==> src/manchester_frame_transmitter_core_assert.svh <==
// Assertion macros used by the transmitter core.
// Each macro checks a property on the rising edge of aclk, outside reset.
`ifndef MANCHESTER_FRAME_TRANSMITTER_CORE_ASSERT_SVH
`define MANCHESTER_FRAME_TRANSMITTER_CORE_ASSERT_SVH

`ifndef NO_ASSERTIONS
`define MFT_ASSERT_IMPL(label, prop, msg) \
    label: assert property (@(posedge aclk) disable iff (!aresetn) (prop)) else $error(msg);
`define MFT_ASSERT_NEXT(label, pre, post, msg) \
    label: assert property (@(posedge aclk) disable iff (!aresetn) (pre) |=> (post)) \
        else $error(msg);
`else
`define MFT_ASSERT_IMPL(label, prop, msg)
`define MFT_ASSERT_NEXT(label, pre, post, msg)
`endif

`endif

==> src/mft_pkg.sv <==
package mft_pkg;

    localparam int FRAME_WIDTH = 32;
    localparam int SHIFT_W     = 32;
    localparam int HALF_W      = 14;
    localparam int DELAY_W     = 10;
    localparam int TRIM_W      = 8;
    localparam int CFG_DATA_W  = 14;
    localparam int CFG_IDX_W   = 2;

    localparam logic [HALF_W-1:0]  HALF_RESET  = 14'd8333;
    localparam logic [DELAY_W-1:0] DELAY_RESET = 10'd160;
    localparam logic [TRIM_W-1:0]  TRIM_RESET  = 8'd5;

    localparam logic [16:0] START_SAMPLE_EXTRA = 17'd100;

    localparam logic [7:0] HB_FINAL_HALF = 8'hFF;
    localparam logic [7:0] HB_STOP       = 8'hFE;

    localparam logic [1:0] MODE_START     = 2'd0;
    localparam logic [1:0] MODE_TOGGLE    = 2'd1;
    localparam logic [1:0] MODE_COLLISION = 2'd2;

    localparam logic [CFG_IDX_W-1:0] REG_HALF_BIT     = 2'd0;
    localparam logic [CFG_IDX_W-1:0] REG_SAMPLE_DELAY = 2'd1;
    localparam logic [CFG_IDX_W-1:0] REG_START_TRIM   = 2'd2;

    typedef struct packed {
        logic [1:0]  mode;
        logic [31:0] frame_data;
        logic [5:0]  frame_bits;
        logic        bus_shorted;
    } in_item_t;

    typedef struct packed {
        logic [15:0] next_period;
        logic [15:0] sample_time;
        logic        drive_enable;
        logic        busy_res;
        logic        done_res;
        logic        collided;
    } out_item_t;

    typedef struct packed {
        logic [HALF_W-1:0]  half_bit_ticks;
        logic [DELAY_W-1:0] sample_delay_ticks;
        logic [TRIM_W-1:0]  start_trim_ticks;
    } cfg_t;

    typedef struct packed {
        logic [SHIFT_W-1:0] bit_shifter;
        logic [7:0]         half_bits_remaining;
        logic               previous_bit;
        logic               active;
        logic               driving;
    } tx_state_t;

    function automatic logic [15:0] sat16(input logic [16:0] v);
        return v[16] ? 16'hFFFF : v[15:0];
    endfunction

endpackage

==> src/mft_cfg.sv <==
module mft_cfg (
    input  logic                                aclk,
    input  logic                                aresetn,
    input  logic                                cfg_we,
    input  logic [mft_pkg::CFG_IDX_W-1:0]       cfg_index,
    input  logic [mft_pkg::CFG_DATA_W-1:0]      cfg_wdata,
    output mft_pkg::cfg_t                       cfg
);

    mft_pkg::cfg_t cfg_reg;

    always_ff @(posedge aclk) begin
        if (!aresetn) begin
            cfg_reg.half_bit_ticks     <= mft_pkg::HALF_RESET;
            cfg_reg.sample_delay_ticks <= mft_pkg::DELAY_RESET;
            cfg_reg.start_trim_ticks   <= mft_pkg::TRIM_RESET;
        end else if (cfg_we) begin
            case (cfg_index)
                mft_pkg::REG_HALF_BIT: begin
                    cfg_reg.half_bit_ticks <= cfg_wdata[mft_pkg::HALF_W-1:0];
                end
                mft_pkg::REG_SAMPLE_DELAY: begin
                    cfg_reg.sample_delay_ticks <= cfg_wdata[mft_pkg::DELAY_W-1:0];
                end
                mft_pkg::REG_START_TRIM: begin
                    cfg_reg.start_trim_ticks <= cfg_wdata[mft_pkg::TRIM_W-1:0];
                end
                default: begin
                end
            endcase
        end
    end

    assign cfg = cfg_reg;

endmodule

==> src/mft_step.sv <==
module mft_step (
    input  mft_pkg::cfg_t      cfg,
    input  mft_pkg::tx_state_t state,
    input  mft_pkg::in_item_t  item,
    output mft_pkg::tx_state_t state_next,
    output mft_pkg::out_item_t result
);

    logic [mft_pkg::HALF_W-1:0] half;
    logic [7:0]                 hb;
    logic [5:0]                 nbits;
    logic [5:0]                 shift_amt;
    logic [mft_pkg::HALF_W-1:0] first_period;
    logic [16:0]                period;
    logic                       next_bit;

    always_comb begin
        half = (cfg.half_bit_ticks == '0) ? mft_pkg::HALF_W'(1) : cfg.half_bit_ticks;
        hb = state.half_bits_remaining;
        next_bit = state.bit_shifter[mft_pkg::SHIFT_W-1];

        if (item.frame_bits == 6'd0) begin
            nbits = 6'd1;
        end else if (item.frame_bits > 6'(mft_pkg::FRAME_WIDTH)) begin
            nbits = 6'(mft_pkg::FRAME_WIDTH);
        end else begin
            nbits = item.frame_bits;
        end
        shift_amt = 6'(mft_pkg::SHIFT_W) - nbits;

        if (half > mft_pkg::HALF_W'(cfg.start_trim_ticks)) begin
            first_period = half - mft_pkg::HALF_W'(cfg.start_trim_ticks);
        end else begin
            first_period = mft_pkg::HALF_W'(1);
        end

        state_next = state;
        result = '0;
        period = '0;

        case (item.mode)
            mft_pkg::MODE_START: begin
                state_next.bit_shifter = item.frame_data << shift_amt;
                state_next.half_bits_remaining = {1'b0, nbits, 1'b0};
                state_next.previous_bit = 1'b1;
                state_next.active = 1'b1;
                state_next.driving = 1'b1;
                result.next_period = 16'(first_period);
                result.sample_time = mft_pkg::sat16(17'(first_period)
                                                    + mft_pkg::START_SAMPLE_EXTRA);
                result.drive_enable = 1'b1;
                result.busy_res = 1'b1;
            end
            mft_pkg::MODE_TOGGLE: begin
                if (state.active) begin
                    if (hb != 8'd0 && !hb[7]) begin
                        if (!hb[0]) begin
                            state_next.bit_shifter = state.bit_shifter << 1;
                            if (next_bit == state.previous_bit) begin
                                state_next.half_bits_remaining = hb - 8'd1;
                                period = 17'(half);
                            end else begin
                                state_next.half_bits_remaining = hb - 8'd2;
                                period = 17'(half) << 1;
                                state_next.previous_bit = next_bit;
                            end
                        end else begin
                            state_next.half_bits_remaining = hb - 8'd1;
                            period = 17'(half);
                        end
                    end else if (hb == 8'd0) begin
                        if (!state.previous_bit) begin
                            state_next.half_bits_remaining = mft_pkg::HB_FINAL_HALF;
                            period = 17'(half);
                        end else begin
                            state_next.half_bits_remaining = mft_pkg::HB_STOP;
                            state_next.driving = 1'b0;
                            period = (17'(half) << 2) + 17'(half);
                        end
                    end else if (hb == mft_pkg::HB_FINAL_HALF) begin
                        state_next.half_bits_remaining = mft_pkg::HB_STOP;
                        state_next.driving = 1'b0;
                        period = 17'(half) << 2;
                    end else begin
                        state_next.active = 1'b0;
                        state_next.driving = 1'b0;
                        result.done_res = 1'b1;
                    end
                    result.next_period = mft_pkg::sat16(period);
                    result.sample_time = (period == '0) ? 16'd0 :
                        mft_pkg::sat16(17'(mft_pkg::sat16(period))
                                       + 17'(cfg.sample_delay_ticks));
                    result.drive_enable = state_next.driving;
                    result.busy_res = state_next.active;
                end
            end
            mft_pkg::MODE_COLLISION: begin
                if (state.active && item.bus_shorted) begin
                    state_next.active = 1'b0;
                    state_next.driving = 1'b0;
                    result.done_res = 1'b1;
                    result.collided = 1'b1;
                end else begin
                    result.drive_enable = state.driving;
                    result.busy_res = state.active;
                end
            end
            default: begin
                result.drive_enable = state.driving;
                result.busy_res = state.active;
            end
        endcase
    end

endmodule

==> src/manchester_frame_transmitter_core.sv <==
// Channel  | Ports                          | Item
// ---------+--------------------------------+-------------------------------------
// input    | s_valid, s_ready, s_item       | event: mode, frame data, bits, short
// result   | m_valid, m_ready, m_item       | period, sample time, drive/busy/done
// config   | cfg_we, cfg_index, cfg_wdata   | register write, no handshake
//
// Each item is taken into an input register, and its result is loaded into the result register
// when it moves on from there; one item per cycle is sustained through both while m_ready holds.
// The frame state is updated when an item moves from the input to the result register.
// Reset (aresetn low, synchronous) empties both registers and returns the line to idle.
// A stalled result holds the input register, and s_ready falls once both are full.
`include "manchester_frame_transmitter_core_assert.svh"

module manchester_frame_transmitter_core (
    input  logic                               aclk,
    input  logic                               aresetn,
    input  logic                               s_valid,
    output logic                               s_ready,
    input  mft_pkg::in_item_t                  s_item,
    output logic                               m_valid,
    input  logic                               m_ready,
    output mft_pkg::out_item_t                 m_item,
    input  logic                               cfg_we,
    input  logic [mft_pkg::CFG_IDX_W-1:0]      cfg_index,
    input  logic [mft_pkg::CFG_DATA_W-1:0]     cfg_wdata
);

    mft_pkg::cfg_t      cfg;
    mft_pkg::in_item_t  in_reg;
    logic               in_valid_reg;
    mft_pkg::out_item_t out_reg;
    logic               out_valid_reg;
    mft_pkg::tx_state_t state_reg;
    mft_pkg::tx_state_t state_next;
    mft_pkg::out_item_t result;
    logic               advance;
    mft_pkg::out_item_t m_chk;
    logic               start_adv;
    logic               line_up;

    mft_cfg u_cfg (
        .aclk      (aclk),
        .aresetn   (aresetn),
        .cfg_we    (cfg_we),
        .cfg_index (cfg_index),
        .cfg_wdata (cfg_wdata),
        .cfg       (cfg)
    );

    mft_step u_step (
        .cfg        (cfg),
        .state      (state_reg),
        .item       (in_reg),
        .state_next (state_next),
        .result     (result)
    );

    assign advance = in_valid_reg && (!out_valid_reg || m_ready);
    assign s_ready = !in_valid_reg || advance;
    assign m_valid = out_valid_reg;
    assign m_item  = out_reg;

    always_ff @(posedge aclk) begin
        if (!aresetn) begin
            in_valid_reg  <= 1'b0;
            out_valid_reg <= 1'b0;
            state_reg.bit_shifter         <= '0;
            state_reg.half_bits_remaining <= '0;
            state_reg.previous_bit        <= 1'b1;
            state_reg.active              <= 1'b0;
            state_reg.driving             <= 1'b0;
        end else begin
            if (s_valid && s_ready) begin
                in_valid_reg <= 1'b1;
            end else if (advance) begin
                in_valid_reg <= 1'b0;
            end
            if (advance) begin
                out_valid_reg <= 1'b1;
                state_reg     <= state_next;
            end else if (m_ready) begin
                out_valid_reg <= 1'b0;
            end
        end
    end

    always_ff @(posedge aclk) begin
        if (s_valid && s_ready) begin
            in_reg <= s_item;
        end
        if (advance) begin
            out_reg <= result;
        end
    end

    assign m_chk     = m_valid ? m_item : '0;
    assign start_adv = advance && (in_reg.mode == mft_pkg::MODE_START);
    assign line_up   = state_reg.active && state_reg.driving;

    `MFT_ASSERT_IMPL(a_drive_busy, !state_reg.driving || state_reg.active, "driven while idle")
    `MFT_ASSERT_IMPL(a_done_not_busy, !(m_chk.done_res && m_chk.busy_res), "done while busy")
    `MFT_ASSERT_IMPL(a_coll_with_done, !m_chk.collided || m_chk.done_res, "collided without done")
    `MFT_ASSERT_NEXT(a_start_goes_busy, start_adv, line_up, "start did not activate frame")

endmodule
==> config.mk <==
export PLATFORM = sky130hd
export DESIGN_NAME = manchester_frame_transmitter_core
export DESIGN_NICKNAME = d
export VERILOG_FILES = /design/src/mft_pkg.sv /design/src/mft_cfg.sv /design/src/mft_step.sv /design/src/manchester_frame_transmitter_core.sv
export VERILOG_INCLUDE_DIRS = /design/src /design/src/src
export SDC_FILE = /design/constraint.sdc
export NUM_CORES = 1
export LEC_CHECK = 0
export BUFFER_PORTS_ARGS = -buffer_cell sky130_fd_sc_hd__clkbuf_2
export CAP_MARGIN = 20
export CORE_MARGIN = 8
export CORE_UTILIZATION = 40
export DETAILED_ROUTE_END_ITERATION = 10
export HOLD_SLACK_MARGIN = 0.03
export PLACE_DENSITY = 0.64
export SLEW_MARGIN = 20
export SYNTH_ARGS = -nofsm -noshare
export SYNTH_HDL_FRONTEND = slang
export SYNTH_SLANG_ARGS = --single-unit
==> constraint.sdc <==
create_clock -name aclk -period 8.5 [get_ports aclk]
set_input_delay 0.85 -clock aclk [delete_from_list [all_inputs] [get_ports aclk]]
set_output_delay 0.85 -clock aclk [all_outputs]
set_load 0.1 [all_outputs]
; Yosys cells after proc, flatten, opt, wreduce, memory -nomap -nowiden
; Index checks and enable logic that the tools add are counted.
[word_totals]
inputBits = 62
out_inout_bits = 38
reg_bits = 154
word_cells = 119
[classes]
n_eq_ne = 12
magnitude_cmp = 2
muxes = 49
shift = 1
add_sub_neg = 7
reduce_logical = 28
[ops]
columns = operator, count
row1 = 17-bit 2-to-1 mux, 6
row2 = 41-bit case mux with 2 select lines, 1
row3 = 16-bit 2-to-1 mux, 5
row4 = 32-bit 2-to-1 mux, 2
row5 = 32-bit case mux with 2 select lines, 1
row6 = 43-bit 2-to-1 mux, 1
row7 = 8-bit 2-to-1 mux, 5
row8 = 35-bit 2-to-1 mux, 1
row9 = 32-bit by 6-bit left shift with 32-bit output, 1
row10 = 14-bit 2-to-1 mux, 2
row11 = 16-bit by 10-bit adder with 17-bit output, 1
row12 = 16-bit by 14-bit adder with 17-bit output, 1
row13 = 17-bit zero test, 1
row14 = "14-bit by 7-bit adder with 15-bit output, second input constant", 1
row15 = 1-bit 2-to-1 mux, 15
row16 = 15-bit 2-to-1 mux, 1
row17 = 14-bit by 8-bit greater-than comparator with 1-bit output, 1
row18 = 14-bit zero test, 1
row19 = 14-bit by 8-bit subtractor with 14-bit output, 1
row20 = 6-bit 2-to-1 mux, 2
row21 = 2-bit case mux with 3 select lines, 2
row22 = "8-bit == test, second input constant", 1
row23 = 8-bit zero test, 1
row24 = 2-bit 2-to-1 mux, 4
row25 = other kinds (24), 41

; Logic depth before layout (Yosys ltp)
[logic_depth]
depth_word = 14
depth_mapped = 26
depth_no_buf = 23

; By module
; From an unflattened synthesis, not the netlist that was laid out.
[hier_totals]
cells_unflattened = 1247
area_unflattened_um2 = 11054.4
[modules_own_cells]
columns = mod, cells_per_inst, seq_area_each_um2, area_per_inst_um2, instances
row1 = mft_step, 846, 0.0, 5605.4, 1
row2 = manchester_frame_transmitter_core, 274, 3213.1, 4171.5, 1
row3 = mft_cfg, 127, 640.6, 1277.5, 1

; Worst setup path after synthesis
; No wires, ideal clock.
[synth_path]
path_type = register to register
from = reg u_cfg.cfg_reg (netlist bit u_cfg.cfg[27])
to = reg out_reg (netlist bit m_item[17]) (data pin)
slack_ns = 3.176
required_ns = 8.236
arrival_ns = 5.060
n_path_buf = 2
setup_time_ns = 0.264
period_less_slack_ns = 5.324
path_stages_with_launch = 24
path_cell_list = dfxtp_1 > clkbuf_1 > nor4_1 > a41oi_1 > inv_1 > ha_1 > fa_1 > a211oi_1 > o21ai_0 > nand4_1 > nand2_1 > nand2b_1 > clkbuf_1 > nand2_1 > ha_1 > nand3_1 > o211ai_1 > o41ai_1 > nor3_1 > a2111oi_0 > nor3_1 > mux2_2 > nor3_1 > o22ai_1
[synth_lines]
columns = item, line_no
row1 = start: declaration, mft_cfg.sv:10  ; mft_pkg::cfg_t cfg_reg;
row2 = end signal: assignment, manchester_frame_transmitter_core.sv:92  ; out_reg <= result;
row3 = end: declaration, manchester_frame_transmitter_core.sv:31  ; mft_pkg::out_item_t out_reg;

==> impl_metrics.py <==
metrics = {
    "synth": {
        "synth_fa_ha_area_frac": 0.0553,
        "synth_fp_nets": 1232,
        "synth_top_area_cell": "edfxtp_1",
        "post_synth.cell_area_avg_sq_um": 8.99,
        "synth_compound_area_frac": 0.200,
        "synth-xor-area-share": 0.0372,
        "yosys.cell_types.count": 71,
        "synth_top_family_by_area": "compound AO/OA/AOI/OAI gates",
        "yosys.area_share.simple": 0.181,
        "syn_area_sq_mm": 0.0101,
        "ys_ff_latch": 154,
        "yosysSeqAreaShare": 0.380,
        "synth-edff-count": 77,
        "synthDominantCellAreaShare": 0.228,
        "synthCells": 1127,
        "synth.mux.area_fraction": 0.104,
        "synth.area.top_cells": "edfxtp_1, dfxtp_1, mux2i_1",
        "ys.flop_type": "edfxtp_1",
        "ys_warn_count": 0,
        "synth-async-reset-ratio": 0,
    },
    "detailed_routing": {
        "ant_nets": 0,
        "via_count": 8669,
        "via_per_inst": 5.71,
        "drt-total-wl_mm": 27.8,
        "drc": 0,
        "drtPass1Iterations": 5,
        "routedWlPerCell_microns": 18.3,
        "drtIter0Drc": 857,
    },
    "global_routing": {
        "met2_usage": 0.280,
        "grt-busiest-layer": "met2",
        "grt_pass1_vias": 8345,
        "grtUsageMet1": 0.236,
        "grt_pass1_wl_mm": 44.2,
        "grtUsageMet3": 0.0417,
        "grt-ovfl-total": 0,
        "grt_max_degree": 78,
        "grt_util_all_layers": 0.178,
        "antenna_found_initial": 0,
    },
    "critical_path": {
        "crit_end": "m_item[7]",
        "start_kind": "flop",
        "regToRegEndpoint": "m_item[7]",
        "cp_data_required_time_ns": 8.76,
        "ff2ff_path_depth": 21,
        "crit_slowest_cell": "nor4_4",
        "worst-endpoint-arrival_ns": 6.71,
        "slowest_delay_ns": 0.72,
        "endpoint_kind": "flop",
        "crit_path_frequent_cell": "o21ai_0",
        "worstSetupStartpoint": "u_cfg.cfg[30]",
        "critPathKind": "flop to flop",
        "ff2ff_setup_slack_ns": 2.05,
        "path_max_fanout": 17,
        "cp_cell_sequence": "nor2_1 -> a41oi_1 -> inv_1 -> ha_1 -> fa_1 -> a211oi_1 -> o21ai_0 -> nand4_1 -> nand2_1 -> nand2b_1 -> nand2_1 -> ha_1 -> nor2b_1 -> o21ai_0 -> nand2b_1 -> a311oi_1 -> o41ai_1 -> o211ai_1 -> nor4_4 -> nor2_1 -> o21ai_0",
        "reg2reg_from": "u_cfg.cfg[30]",
    },
    "placement": {
        "gp_congestion": 0.986,
        "place_worst_setup_slack_ns": 2.12,
        "hpwl_mm": 20.7,
        "placed_cell_area_sq_mm": 0.0108,
        "port_buffers": 99,
    },
    "timing": {
        "slew_headroom": 0.270,
        "hold_viol": 0,
        "worst_slew_pin_slew_ns": 1.09,
        "period_needed_ns": 6.45,
        "setup_violations": 0,
        "fmax_mhz": 155,
        "rsz0062_at_grt": "no",
        "fin_setup_tns_ns": 0,
        "drv_slew": 0,
        "fin_skew_ns": 0.0146,
        "min_period_over_period": 0.759,
        "worst_slack_ns": 2.05,
    },
    "clock_tree": {
        "clkTransAtPathRegs_ns": 0.06,
        "h-tree-depth": 4,
        "clockBufferDepth": 2,
        "cts_hold_buf": 0,
        "post_cts.repair.setup_buffers": 0,
        "clk_latency_ns": 0.43,
        "cts_buffers": 17,
        "root_buffer": "clkbuf_16",
        "cts.sinks": 154,
        "cts_tree": "yes",
        "post_cts_resized": 0,
    },
    "cells_and_area": {
        "fin_area_sq_mm": 0.0114,
        "drive_gt1_frac": 0.136,
        "largest_reg_flops": 43,
        "mostFrequentLayoutCells": "nand2_1, clkbuf_2, mux2i_1",
        "final_nets": 1280,
        "syn_to_final_growth_pct": 12.7,
        "final_common_cell": "nand2_1",
        "antennaDiodeCount": 0,
    },
    "min_path": {
        "hold_class": "flop to flop",
    },
    "flow_run": {
        "max_cap_violations": 0,
    },
    "floorplanning": {
        "start_util": 0.405,
        "rows": 58,
        "ios": 100,
        "die_x_microns": 175,
        "dieArea_sq_mm": 0.0307,
        "core_area_sq_mm": 0.0250,
        "die_y_microns": 175,
    },
    "outcome": {
        "status": "finished, final reports clean",
    },
    "power_and_ir_drop": {
        "peakVddDrop_mv": 0.133,
        "p_per_area_mw_per_mm2": 191,
        "power_leakage_uw": 0.00473,
    },
}
-- synthesized netlist by cell type (17+ instances only) --
library cell  count
xor2_1           17
nand2_1         129
ha_1             40
nor2b_1          29
nor3_1           22
a21oi_1          63
clkbuf_1         71
inv_1            28
dfxtp_1          77
a221oi_1         19
nor2_1           77
mux2i_1          97
xnor2_1          26
o21ai_0          78
nand3_1          24
edfxtp_1         77
-- critical path: cells and delay by family, from the launching register on --
| family | cells | cell delay [ns] |
|---|---|---|
| adder cells (fa/ha/maj) | 3 | 1.02 |
| flip-flops | 1 | 0.69 |
| AND/OR/NAND/NOR | 9 | 1.96 |
| AO/OA/AOI/OAI | 8 | 2.43 |
| buffers and inverters | 1 | 0.16 |
-- logic make-up (layout without fill, tap and decap cells) --
logic type               count (synthesis)  after routing
AO/OA/AOI/OAI                          305            305
XOR/XNOR                                43             43
adder cells (fa/ha/maj)                 43             43
buffers and inverters                  108            169
flip-flops                             154            154
multiplexers                           104            104
AND/OR/NAND/NOR                        370            370
-- through the flow --
| step | total power (uW) | cells | util | hold slack [ns] |
|---|---|---|---|---|
| after global placement | 1420 | 1486 | 0.432 | 0.483 |
| after CTS | 2190 | 1518 | 0.456 | 0.505 |
| final | 2180 | 1518 | 0.456 | 0.502 |
| after floorplan | 1290 | 1127 | - | 0.441 |
| after global routing | 2270 | 1518 | 0.456 | 0.531 |
| after detailed placement | 1420 | 1486 | 0.432 | 0.490 |
-- routing by layer --
layer / share of wire / up-vias
met5: 0 / -
met4: 0.022 / 0
met3: 0.058 / 46
met2: 0.45 / 276
met1: 0.47 / 4098
li1: - / 4249
-- worst min-delay path by stage --
stage,from,endpoint,slack [ns],cells after the start
final,state_reg[15],state_reg[15],0.50,1
after global routing,state_reg[17],state_reg[17],0.53,1
after CTS,state_reg[15],state_reg[15],0.50,1
after detailed placement,state_reg[15],state_reg[15],0.49,1
after global placement,state_reg[17],state_reg[17],0.48,1
after floorplan,u_cfg.cfg[18],u_cfg.cfg[18],0.44,2
-- power breakdown --
part	switching, uW	total [uW]	internal [uW]
Clock	334	762	428
Combinational	376	577	201
Sequential	24.9	841	816
-- layout make-up --
class / count / area, sq um
Multi-Input combinational cell: 865 / 5890
Clock buffer: 19 / 454
Timing Repair Buffer: 109 / 571
Fill cell: 2463 / 13600
Sequential cell: 154 / 3850
Tap cell: 330 / 413
Clock inverter: 13 / 131
Inverter: 28 / 105
Note: power is estimated with default switching activity, not from simulation.
